--- src/rtl/core/ccw_pkg.sv ---
`default_nettype none
// ---------------------------------------------------------------------------
// ccw_pkg: shared types, constants and microcode for the coin change counter
// Holds the denomination table, the control word layout and the program
// that the sequencer steps through.
// ---------------------------------------------------------------------------
package ccw_pkg;

	// sizes
	localparam int MAX_AMOUNT = 1023;
	localparam int AMT_W      = 10;
	localparam int ADDR_W     = $clog2(MAX_AMOUNT + 1);
	localparam int DEPTH      = MAX_AMOUNT + 1;
	localparam int COUNT_W    = 64;
	localparam int KINDS_W    = 4;
	localparam int NUM_DENOMS = 6;
	localparam int K_W        = 3;
	localparam int DENOM_W    = 6;
	localparam int PC_W       = 4;

	localparam logic [KINDS_W-1:0] KINDS_RESET = KINDS_W'(NUM_DENOMS);

	typedef logic [PC_W-1:0]    pc_t;
	typedef logic [DENOM_W-1:0] denom_t;

	// datapath actions, one per control word
	typedef enum logic [3:0] {
		ACT_NOP,
		ACT_LATCH,
		ACT_WR_ONE,
		ACT_WR_ZERO,
		ACT_K_CLR,
		ACT_A_COIN,
		ACT_RD_UPD,
		ACT_ADD_WR,
		ACT_K_INC,
		ACT_RD_RES,
		ACT_EMIT,
		ACT_EMIT_ERR
	} act_t;

	// jump conditions
	typedef enum logic [2:0] {
		C_NEVER,
		C_ALWAYS,
		C_NO_START,
		C_BAD,
		C_A_LT_AMT,
		C_COIN_GT_AMT,
		C_K_NEXT_LT
	} cond_t;

	typedef struct packed {
		act_t  act;
		cond_t cond;
		pc_t   target;
	} uword_t;

	// flags from the datapath to the sequencer
	typedef struct packed {
		logic bad;
		logic a_lt_amt;
		logic coin_gt_amt;
		logic k_next_lt;
	} dp_status_t;

	// program step addresses
	localparam pc_t PC_IDLE  = 4'd0;
	localparam pc_t PC_CHECK = 4'd1;
	localparam pc_t PC_ZERO  = 4'd2;
	localparam pc_t PC_KCLR  = 4'd3;
	localparam pc_t PC_PASS  = 4'd4;
	localparam pc_t PC_READ  = 4'd5;
	localparam pc_t PC_UPD   = 4'd6;
	localparam pc_t PC_NEXTK = 4'd7;
	localparam pc_t PC_FETCH = 4'd8;
	localparam pc_t PC_EMIT  = 4'd9;
	localparam pc_t PC_ERR   = 4'd10;
	localparam pc_t PC_LAST  = PC_ERR;

	// denomination list, smallest first
	function automatic denom_t denom(input logic [K_W-1:0] k);
		denom_t d;
		case (k)
			3'd0: d = 6'd1;
			3'd1: d = 6'd2;
			3'd2: d = 6'd3;
			3'd3: d = 6'd5;
			3'd4: d = 6'd10;
			3'd5: d = 6'd50;
			default: d = 6'd0;
		endcase
		return d;
	endfunction

	// microcode ROM: action, jump condition, jump target
	function automatic uword_t ucode_word(input pc_t pc);
		uword_t w;
		case (pc)
			PC_IDLE:  w = '{ACT_LATCH,    C_NO_START,    PC_IDLE};
			PC_CHECK: w = '{ACT_WR_ONE,   C_BAD,         PC_ERR};
			PC_ZERO:  w = '{ACT_WR_ZERO,  C_A_LT_AMT,    PC_ZERO};
			PC_KCLR:  w = '{ACT_K_CLR,    C_NEVER,       PC_IDLE};
			PC_PASS:  w = '{ACT_A_COIN,   C_COIN_GT_AMT, PC_NEXTK};
			PC_READ:  w = '{ACT_RD_UPD,   C_NEVER,       PC_IDLE};
			PC_UPD:   w = '{ACT_ADD_WR,   C_A_LT_AMT,    PC_READ};
			PC_NEXTK: w = '{ACT_K_INC,    C_K_NEXT_LT,   PC_PASS};
			PC_FETCH: w = '{ACT_RD_RES,   C_NEVER,       PC_IDLE};
			PC_EMIT:  w = '{ACT_EMIT,     C_ALWAYS,      PC_IDLE};
			PC_ERR:   w = '{ACT_EMIT_ERR, C_ALWAYS,      PC_IDLE};
			default:  w = '{ACT_NOP,      C_ALWAYS,      PC_IDLE};
		endcase
		return w;
	endfunction

endpackage
`default_nettype wire

--- src/rtl/core/ccw_sequencer.sv ---
`default_nettype none
// ---------------------------------------------------------------------------
// ccw_sequencer: microcode step counter
// Fetches one control word per step from the program table and chooses the
// next step from the word's jump condition and the datapath flags.
// ---------------------------------------------------------------------------
module ccw_sequencer import ccw_pkg::*; (
	input  wire logic       clk,
	input  wire logic       arst_n,
	input  wire logic       start,
	input  wire dp_status_t status,
	output act_t            act,
	output logic            busy
);

	pc_t    pc_q;
	uword_t word;
	logic   take;

	// fetch the current control word
	assign word = ucode_word(pc_q);
	assign act  = word.act;
	assign busy = (pc_q != PC_IDLE);

	// evaluate the jump condition
	always_comb begin
		case (word.cond)
			C_NEVER:       take = 1'b0;
			C_ALWAYS:      take = 1'b1;
			C_NO_START:    take = !start;
			C_BAD:         take = status.bad;
			C_A_LT_AMT:    take = status.a_lt_amt;
			C_COIN_GT_AMT: take = status.coin_gt_amt;
			C_K_NEXT_LT:   take = status.k_next_lt;
			default:       take = 1'b0;
		endcase
	end

	// advance or jump
	always_ff @(posedge clk or negedge arst_n) begin
		if (!arst_n) begin
			pc_q <= PC_IDLE;
		end else if (take) begin
			pc_q <= word.target;
		end else begin
			pc_q <= pc_q + 1'b1;
		end
	end

`ifndef SYNTHESIS
	a_accept_to_check: assert property (@(posedge clk) disable iff (!arst_n)
		(start && !busy) |=> (pc_q == PC_CHECK))
		else $error("accepted transaction did not enter the check step");

	a_pc_in_program: assert property (@(posedge clk) disable iff (!arst_n)
		pc_q <= PC_LAST)
		else $error("step counter left the program");
`endif

endmodule
`default_nettype wire

--- config.mk ---
export PLATFORM = sky130hd
export DESIGN_NAME = ccw_sequencer
export DESIGN_NICKNAME = d
export VERILOG_FILES = /design/src/rtl/core/ccw_pkg.sv /design/src/rtl/core/ccw_sequencer.sv
export SDC_FILE = /design/constraint.sdc
export NUM_CORES = 1
export LEC_CHECK = 0
export BUFFER_PORTS_ARGS = -buffer_cell sky130_fd_sc_hd__buf_2
export CORE_AREA = 3 3 40 42
export DETAILED_ROUTE_END_ITERATION = 7
export DIE_AREA = 0 0 43 45
export GPL_TIMING_DRIVEN = 0
export SYNTH_ARGS = -nofsm -noshare
export SYNTH_HDL_FRONTEND = slang
export SYNTH_SLANG_ARGS = --single-unit
--- constraint.sdc ---
create_clock -name clk -period 4.44 [get_ports clk]
set_clock_uncertainty 0.15 [all_clocks]
set_input_delay 0.666 -clock clk [delete_from_list [all_inputs] [get_ports clk]]
set_output_delay 0.666 -clock clk [all_outputs]
set_load 0.1 [all_outputs]
* Yosys cells after proc, flatten, opt, wreduce, memory -nomap -nowiden
Memories as Yosys holds them, arrays and structs flattened. Index checks and enable logic that the tools add are counted.
Storage, ports and cells: flip-flop bits (word level) 4, ROM bits 176, bits of input ports 7, memories 1
Memory list:
- (no name shown) | words 16, width 11, read ports 1, clocked after memory_dff 0, wr ports 0, line ccw_pkg.sv:99 | case (pc)
Cells by class: add/subtract/negate cells 1, equal/unequal tests 6, multiplexer cells 2, reduce and logical (&&, ||, !) cells 2
Operators by type and width (number):
- $eq A3 B3 Y1 const B | 3
- $eq A3 B2 Y1 const B | 2
- $pmux W1 S6 | 1
- $add A4 B1 Y4 const B | 1
- $mux W4 | 1
- $reduce_bool A4 Y1 | 1
- $eq A3 B1 Y1 const B | 1
- $logic_not A1 Y1 | 1

* Depth between registers and ports, before layout
Gate-level depths: netlist (run 1). An unclocked memory read counts as a cell.
word-level depth 4, mapped depth 7, depth with buffers taken out 7

* Worst setup path after synthesis (run 1)
No wires, ideal clock.
path type register to output, from register pc_q[2], to output port act[3], data arrival time 3.013 ns, required time 3.624 ns, slack 0.611 ns, cell stages (with the launch flop) 4, path through dfrtp_1 -> buf_6 -> dlymetal6s2s_1 -> o31ai_1
On the way: cells in the longest elaborated chain, start to end 1
Ends and longest elaborated chain:
- start: declaration | line ccw_sequencer.sv:16 | pc_t pc_q;
- start signal: assignment | line ccw_sequencer.sv:44 | pc_q <= word.target;
- start signal: assignment | line ccw_sequencer.sv:46 | pc_q <= pc_q + 1'b1;
- $mem_v2 Z16 W11
- end: declaration | line ccw_sequencer.sv:12 | output act_t act,
No other way between the ends.

* Worst setup path after layout (run 1)
from register pc_q[2], to output port act[0]
The elaborated chain is that of the path after synthesis.

==> results of run 1 <==
## stage by stage
step | setup slack (ns) | utilization, %
floorplan | 0.6114 | -
global placement | 1.907 | 47.81
detailed placement | 1.968 | 47.81
CTS | 1.795 | 49.56
global route | 1.648 | 49.56
finish | 1.794 | 49.56
## layout make-up
| cell class | instances | area [um^2] | area share, % |
|---|---|---|---|
| buffer | 3 | 28.78 | 4.519 |
| clock buffer | 3 | 22.52 | 3.536 |
| inverter | 6 | 22.52 | 3.536 |
| multi-input combinational | 50 | 389.1 | 61.10 |
| sequential | 4 | 100.1 | 15.72 |
| tap | 15 | 18.77 | 2.947 |
| timing repair buffer | 11 | 55.05 | 8.644 |
## layer usage
layer / track usage [%] / share of wire (%) / wire [um] / vias up
li1: - / - / - / 250
met1: 17.03 / 49 / 557 / 200
met2: 20.66 / 42 / 486 / 13
met3: 6.773 / 6.6 / 76 / 4
met4: 7.229 / 2.2 / 25 / 0
met5: 0 / 0 / 0 / -
## worst max-delay path, cell delays in order (launching register included)
cell and delay, ns:
dfrtp_1 0.35, buf_6 0.13, dlymetal6s2s_1 0.34, nand2_1 0.16
o22ai_1 0.16, buf_2 0.45
## synthesized netlist by cell type (all sizes together)
master and instances:
or2 1, buf 2, nor2 6, o211ai 1, a211oi 1, o21ai 2
nor2b 2, nand3 1, o22ai 1, a2111oi 1, a21oi 2, mux2 1
dlymetal6s2s 1, dfrtp 4, o31ai 2, ha 7, nand2 7, o21a 1
nor3 1, o2111a 1, nand2b 1, or3b 1, inv 6, nand4bb 1
mux2i 2, nand3b 1, o41a 1, nor3b 1, and2 2, xnor2 1
o32a 1
## logic make-up (layout without fill, tap and decap cells)
logic type,count (synthesis),after routing,share of synthesized area [%]
buf+inv,9,23,9.489
fa+ha+maj,7,7,16.20
simple gates,25,25,27.32
compound gates,14,14,20.37
xor+xnor,1,1,1.621
mux,3,3,6.481
flops,4,4,18.52
## worst paths after layout
| check | from | endpoint | slack (ns) | cells past startpoint |
|---|---|---|---|---|
| setup / recovery | pc_q[2] | act[0] | 1.79 | 5 |
| hold / removal | arst_n | pc_q[1] | 0.07 | 1 |
| setup reg to reg | pc_q[1] | pc_q[2] | 1.97 | 7 |
| hold reg to reg | pc_q[2] | pc_q[2] | 0.50 | 2 |
| max in group asynchronous | arst_n | pc_q[3] | 3.95 | 1 |
| min in group clk | pc_q[2] | pc_q[2] | 0.50 | 2 |
## cell usage in the layout (no fill, tap or decap)
cell and count:
o32a_1 1, nor3_4 1, nor2b_1 1, buf_6 1
and2_1 1, clkbuf_4 3, nor3b_1 1, a2111oi_0 1
nor2_1 6, mux2_4 1, ha_1 7, xnor2_1 1
a211oi_2 1, o21a_1 1, nand3b_1 1, or2_0 1
nand2b_1 1, nand3_1 1, or3b_1 1, nand4bb_1 1
dlymetal6s2s_1 1, nor2b_2 1, nand2_1 7, and2_4 1
inv_2 2, o22ai_1 1, inv_1 4, dfrtp_1 4
o21ai_0 2, buf_2 12, o211ai_1 1, o31ai_1 2
o2111a_1 1, o41a_1 1, mux2i_1 2, a21oi_1 2
==> metrics, run 1 <==
register area share after synthesis 18.52%; Mapped Nets between 70 and 80; fmax between 0.3 and 0.4 GHz; NumNets Final 93; pin count of the biggest net entering global routing 11; Worst Hold Margin 0.07084 ns; Skew-Pair Late Insertion Delay 0.24 ns; I/O pin total 12; CTS tree built; Yosys cell types 35; RSZ-0062 raised after global routing no; first-pass GRT wire length 1.959 mm; flops & latches, synth 4; initial antenna violation count 0; classification of the worst setup path register to output port; via count of the routed design 467; post-cts resize count 0; Worst setup SP type register; Finished Cell Area between 600 and 700 um^2; synth warn 0; ant diodes 0; Clock Path Buffers 2; HP Class primary input to async pin; area delta synth->final 17.82%; fin cells between 90 and 100; Worst slew margin 67.82%; placed cell count 89; initial DRC count 7; Root Buffer clkbuf_4; Syn Inst Count 63; placed inst area between 600 and 700 um^2; die width 43 um; post-synthesis cell area 540.5 um^2; Yosys top cell area share 18.52%; DIE AREA 0.001935 mm^2; PortBufs 11; Post-CTS Hold Fix Bufs 0; worst slew pin tran 0.4861 ns; H-tree Lvls 1; average wire per cell in the routed design between 10 and 15 um; fraction of layout cells with a size suffix above 1 29.87%; Post-Route WL 1.146 mm; initial core utilization between 40% and 50%; filler instances 130; final hold vios 0; status complete, no violations; synthesized area per cell 8.580 um^2; Die Height between 40 and 50 um; Clock Sinks 4; Finish-stage setup viols 0; RePlAce Congestion about 0.85; Row Count 13; Worst Path Max Fanout 10; Largest regs pc_q (4); MaxCap Viol Count 0; Final Cycle Share 59.60%; most flop-heavy register pc_q; flip-flop count of the largest register after layout 4; post-route ant nets 0; CTS buffer count 3; global-route usage over all layers 14.04%; top area cells in the synthesized netlist dfrtp_1 19%, ha_1 16%, nand2_1 4.9%, nor2_1 4.2%, mux2i_1 3.7%; vias in the first global route 451; Arr. time, crit path approximately 1.8 ns; Remaining Overflow, GRT 0; Placeable Area 0.001285 mm^2; drt via density 5.076; Crit. End Element output port; Residual DRC 0; setup total negative slack 0 ns; Worst-path clk slew 0.04 ns; Setup Fix Bufs, Post-CTS 0; minimum clock period ~2.6 ns; final slew viol count 0; Worst EP required 3.62 ns; Synth area leader dfrtp_1; HPWL after detailed placement 870.8 um; TritonRoute pass-1 iters 4
Power of run 1 is not shown: default switching activity piles up to over one toggle a cycle in this logic, so the estimate is an artifact.
==> run 2, diff against run 1 <==
ABC_AREA = 1   (was default)
PLACE_DENSITY = 0.67   (was default)
clock period = 2.3 ns   (was 4.44 ns; I/O delays follow)
==> run 2 against run 1 <==
Compared with the run above: first-iteration DRC count grew 29%; flip-flop and latch count is the same; setup slack lost 1.6 ns; critical path type unchanged; core utilization grew 3.2 points; non-clock buffer count shrank 1; via count grew 18%; critical path depth is the same; die area is the same; critical endpoint unchanged; wire length grew 6.6%; largest cell class unchanged; highest routed layer is now met3.
==> metrics, run 2 <==
Mapped Nets 97 (+26%); M2 GR Usage 24.85% (+4.2 points); flops & latches, synth 4 (unchanged); Worst R2R Setup Slack 0.54 ns (-1.43 ns); fraction of layout cells with a size suffix above 1 31.63% (+1.8 points); Worst Hold Margin 0.2973 ns (+0.2265 ns); number of synthesized flops with an enable pin 0 (unchanged); I/O pin total 12 (unchanged); fmax 0.4697 GHz; pin count of the biggest net entering global routing 11 (unchanged); synth warn 0 (unchanged); post-synthesis cell area 565.5 um^2 (+4.6%); leading cell types in the layout, fill and taps excluded 23 x nand2_1, 14 x inv_1, 10 x buf_2; Compound-Gate Fraction of Synth Area 3.761% (-17 points); die width 43 um (unchanged); most common cell in the netlist nand2_1; final slew viol count 0 (unchanged); via count of the routed design 550 (+18%); drt via density 4.867 (-4.1%); Final Cycle Share 92.56%; Top FF cell, synth dfrtp_1; CP Cell Sequence inv_1 -> ha_1 -> o21ai_0 -> nand2_1 -> buf_2; initial DRC count 9 (+2); CTS tree built; final hold vios 0 (unchanged); Worst R2R End pc_q[2]; setup total negative slack 0 ns (unchanged); Final Util 52.78% (+3.2 points); flip-flop count of the largest register after layout 4 (unchanged); post-route ant nets 0 (unchanged); CTS buffer count 3 (unchanged); Finish-stage setup viols 0 (unchanged); ys async rst share 100.0% (unchanged); Worst slew margin 67.98% (+0.16 points); classification of the worst setup path register to output port; XOR/XNOR Fraction of Synth Area 1.549% (-0.072 points); initial core utilization 44.01% (+1.9 points); Placeable Area 0.001285 mm^2 (unchanged); PortBufs 11 (unchanged); multiplexer share of the synthesized area 0% (-6.5 points); main combinational cell family by area after synthesis simple AND/OR/NAND/NOR gates; Commonest cells post-synth 23 x nand2_1, 14 x inv_1, 7 x ha_1, 7 x nand3_1, 6 x nand4_1; Clock Path Buffers 2 (unchanged); status complete, no violations; Clock Sinks 4 (unchanged); initial antenna violation count 0 (unchanged); Worst setup SP type register; RePlAce Congestion 0.8621 (+1.9%); DIE AREA 0.001935 mm^2 (unchanged); simple-gate portion of the synthesized area 48.89% (+22 points); first-pass GRT wire length 2.180 mm (+11%); NumNets Final 114 (+23%); Worst Path Max Fanout 6 (-4); Remaining Overflow, GRT 0 (unchanged); Largest regs pc_q (4); Skew-Pair Late Insertion Delay 0.23 ns (about the same); MaxCap Viol Count 0 (unchanged); HPWL after detailed placement 970.7 um (+11%); minimum clock period 2.129 ns; Synth area leader dfrtp_1; worst reg2reg startpoint pc_q[0]; Crit. End Element output port; Syn Inst Count 83 (+32%); Yosys cell types 17 (-51%); Root Buffer clkbuf_4; synthesized area per cell 6.814 um^2 (-21%); max incr delay on CP 0.44 ns (about the same); Setup Fix Bufs, Post-CTS 0 (unchanged); most flop-heavy register pc_q; H-tree Lvls 1 (unchanged); Post-Route WL 1.222 mm (+6.6%); GR peak layer met2; ant diodes 0 (unchanged); Die Height 45 um (unchanged); GRT met3 Usage 2.390% (-4.4 points); top area cells in the synthesized netlist dfrtp_1 18%, ha_1 15%, nand2_1 15%, inv_1 9.3%, nand3_2 8.8%; RSZ-0062 raised after global routing no; vias in the first global route 532 (+18%); slowest CP cell dfrtp_1; R2R depth 11 (+4); average wire per cell in the routed design 10.81 um (-13%); Row Count 13 (unchanged); Arr. time, crit path 1.63 ns (-0.20 ns); Residual DRC 0 (unchanged); register area share after synthesis 17.70% (-0.82 points); commonest non-fill, non-tap cell in the layout nand2_1; HP Class primary input to async pin; grt met1 use 19.27% (+2.2 points); global-route usage over all layers 15.05% (+1.0 points); Worst-path clk slew 0.04 ns (about the same); worst slew pin tran 0.4837 ns (-0.002426 ns); Worst EP required 1.80 ns (-1.82 ns); Yosys top cell area share 17.70% (-0.82 points); area delta synth->final 19.91%; TritonRoute pass-1 iters 4 (unchanged); Post-Synth Adder-Cell Area 15.49% (-0.72 points)
==> run 2: cell count changes after synthesis, sizes merged, moves of 2 or more <==
cell   delta
and2      -2
nand2    +20
inv      +10
nand3    +11
nor2      -2
o31ai     -2
nand4     +6
nor2b     -2
mux2i     -2
==> run 2: cell families after synthesis <==
kind of cell	after synthesis
AO/OA/AOI/OAI	4
adder cells (fa/ha/maj)	7
flip-flops	4
buffers and inverters	17
XOR/XNOR	1
AND/OR/NAND/NOR	50
==> run 2: per-stage QoR <==
step / instance area, um^2 / instances / setup slack (ns)
6_report: 678.2 / 113 / 0.1711
5_1_grt: 678.2 / 113 / 0.03273
4_1_cts: 675.6 / 113 / 0.09717
3_5_place_dp: 643.1 / 109 / 0.3524
3_3_place_gp: 643.1 / 109 / 0.3523
2_1_floorplan: 569.3 / 83 / -0.2245
==> run 2: layout make-up <==
cell class / count / area, um^2
Timing Repair Buffer: 12 / 67.56
Tap cell: 15 / 18.77
Clock buffer: 3 / 22.52
Multi-Input combinational cell: 62 / 397.9
Buffer: 1 / 11.26
Sequential cell: 4 / 100.1
Fill cell: 138 / 606.8
Inverter: 16 / 60.06
==> run 2: worst max path at each step <==
stage            start  cells past startpoint  endpoint
3_3_place_gp   pc_q[1]                      5    act[1]
5_1_grt        pc_q[0]                      5    act[0]
6_report       pc_q[0]                      5    act[0]
4_1_cts        pc_q[0]                      5    act[1]
3_5_place_dp   pc_q[0]                      5    act[1]
2_1_floorplan  pc_q[3]                      3    act[2]
==> run 2: repair_timing <==
| action | CTS | global route |
|---|---|---|
| endpoints found under the setup margin | 0 | 1 |
| endpoints found under the hold margin | 4 | 0 |
| resized for setup | 0 | 1 |
| hold buffers | 1 | 0 |
==> run 2: critical path, delay by kind of cell, from the launching register on <==
| kind | cells | cell delay, ns |
|---|---|---|
| simple gates | 1 | 0.06 |
| compound gates | 1 | 0.09 |
| buf+inv | 2 | 0.58 |
| flops | 1 | 0.44 |
| fa+ha+maj | 1 | 0.25 |
==> run 2: routing by layer <==
layer	up-vias	share of wire, %
li1	295	-
met1	247	49
met2	8	50
met3	0	1.5
met4	0	0
met5	-	0
Power of run 2 is left out for the same reason.
==> run 3, diff against run 2 <==
PLACE_DENSITY = 0.7   (was 0.67)
==> run 3 against run 2 <==
Compared with the run above: cell area is the same; core utilization is the same; global-route usage shrank 0.17 points.
==> metrics, run 3 (synthesized netlist as in run 2, its figures left out) <==
Largest regs pc_q (4); placed inst area 643.1 um^2 (unchanged); Final Cycle Share 93.27% (+0.71 points); Arr. time, crit path 1.65 ns (+0.02 ns); Worst EP required 1.80 ns (about the same); I/O pin total 12 (unchanged); NumNets Final 114 (unchanged); Remaining Overflow, GRT 0 (unchanged); Root Buffer clkbuf_4; ant diodes 0 (unchanged); HPWL after detailed placement 1.003 mm (+3.3%); Residual DRC 0 (unchanged); initial DRC count 5 (-4); Finish-stage setup viols 0 (unchanged); drt via density 5.035 (+3.5%); fraction of layout cells with a size suffix above 1 31.63% (unchanged); area delta synth->final 19.91% (unchanged); MaxCap Viol Count 0 (unchanged); pin count of the biggest net entering global routing 11 (unchanged); global-route usage over all layers 14.88% (-0.17 points); vias in the first global route 511 (-3.9%); final slew viol count 0 (unchanged); minimum clock period 2.145 ns (+0.01631 ns); classification of the worst setup path register to output port; fin worst setup slack 0.1548 ns (-0.01631 ns); RSZ-0062 raised after global routing no; initial core utilization 44.01% (unchanged); RePlAce Congestion 0.8581 (-0.46%); Post-Route WL 1.270 mm (+3.9%); Setup Fix Bufs, Post-CTS 0 (unchanged); Worst Path Max Fanout 6 (unchanged); Worst Hold Margin 0.2945 ns (-0.002797 ns); Skew-Pair Late Insertion Delay 0.23 ns (about the same); post-route ant nets 0 (unchanged); commonest non-fill, non-tap cell in the layout nand2_1; average wire per cell in the routed design 11.24 um (+3.9%); Crit. End Element output port; leading cell types in the layout, fill and taps excluded 23 x nand2_1, 14 x inv_1, 10 x buf_2; initial antenna violation count 0 (unchanged); flip-flop count of the largest register after layout 4 (unchanged); DIE AREA 0.001935 mm^2 (unchanged); Worst-path clk slew 0.03 ns (about the same); Finished Cell Area 678.2 um^2 (unchanged); TritonRoute pass-1 iters 4 (unchanged); status complete, no violations; Worst setup SP type register; final hold vios 0 (unchanged); die width 43 um (unchanged); PortBufs 11 (unchanged); via count of the routed design 569 (+3.5%); Clock Sinks 4 (unchanged); CTS tree built; HP Class primary input to async pin; fmax 0.4662 GHz (-0.76%); H-tree Lvls 1 (unchanged); first-pass GRT wire length 2.214 mm (+1.6%); Clock Path Buffers 2 (unchanged); Place WS 0.3217 ns (-0.03074 ns); Placeable Area 0.001285 mm^2 (unchanged); Die Height 45 um (unchanged); Worst slew margin 67.71% (-0.26 points); filler instances 137 (-0.72%); worst slew pin tran 0.4877 ns (+0.004000 ns); Row Count 13 (unchanged); CTS buffer count 3 (unchanged); most flop-heavy register pc_q
-- run 3: final timing paths --
kind / from / to / slack (ns) / depth (start not counted)
hold reg to reg: pc_q[3] / pc_q[1] / 0.61 / 3
max in group asynchronous: arst_n / pc_q[2] / 1.59 / 2
hold / removal: arst_n / pc_q[1] / 0.29 / 2
setup reg to reg: pc_q[0] / pc_q[3] / 0.52 / 11
min in group clk: status[3] / pc_q[1] / 0.44 / 6
setup / recovery: pc_q[0] / act[1] / 0.15 / 5
-- run 3: worst max-delay path, cell delays in order (launching register included) --
cell and delay [ns]:
dfrtp_1 0.45, inv_1 0.13, ha_1 0.33, inv_1 0.07, a21oi_2 0.11, clkbuf_4 0.34
-- run 3: repair_timing --
action	in CTS	in global routing
hold buffers	1	0
gates resized for setup	0	1
endpoints found under the hold margin	4	0
setup endpoints to repair	0	1
-- run 3: per-layer routing --
metal	track usage, %	wire length [um]	up-vias
li1	-	-	296
met1	19.27	580	251
met2	24.85	623	18
met3	0.3984	44	4
met4	9.036	22	0
met5	0	0	-
-- run 3: through the flow --
step / cells / utilization [%] / TNS (ns)
6_report: 113 / 52.78 / 0
4_1_cts: 113 / 52.58 / 0
3_3_place_gp: 109 / 50.05 / 0
5_1_grt: 113 / 52.78 / 0
3_5_place_dp: 109 / 50.05 / 0
2_1_floorplan: 83 / - / -0.2245
-- run 3: layout make-up --
cell class	instances	area, um^2	area share [%]
Multi-Input combinational cell	62	397.9	58.67
Tap cell	15	18.77	2.768
Timing Repair Buffer	12	67.56	9.963
Inverter	16	60.06	8.856
Clock buffer	3	22.52	3.321
Buffer	1	11.26	1.661
Sequential cell	4	100.1	14.76
Power of run 3 is left out for the same reason.
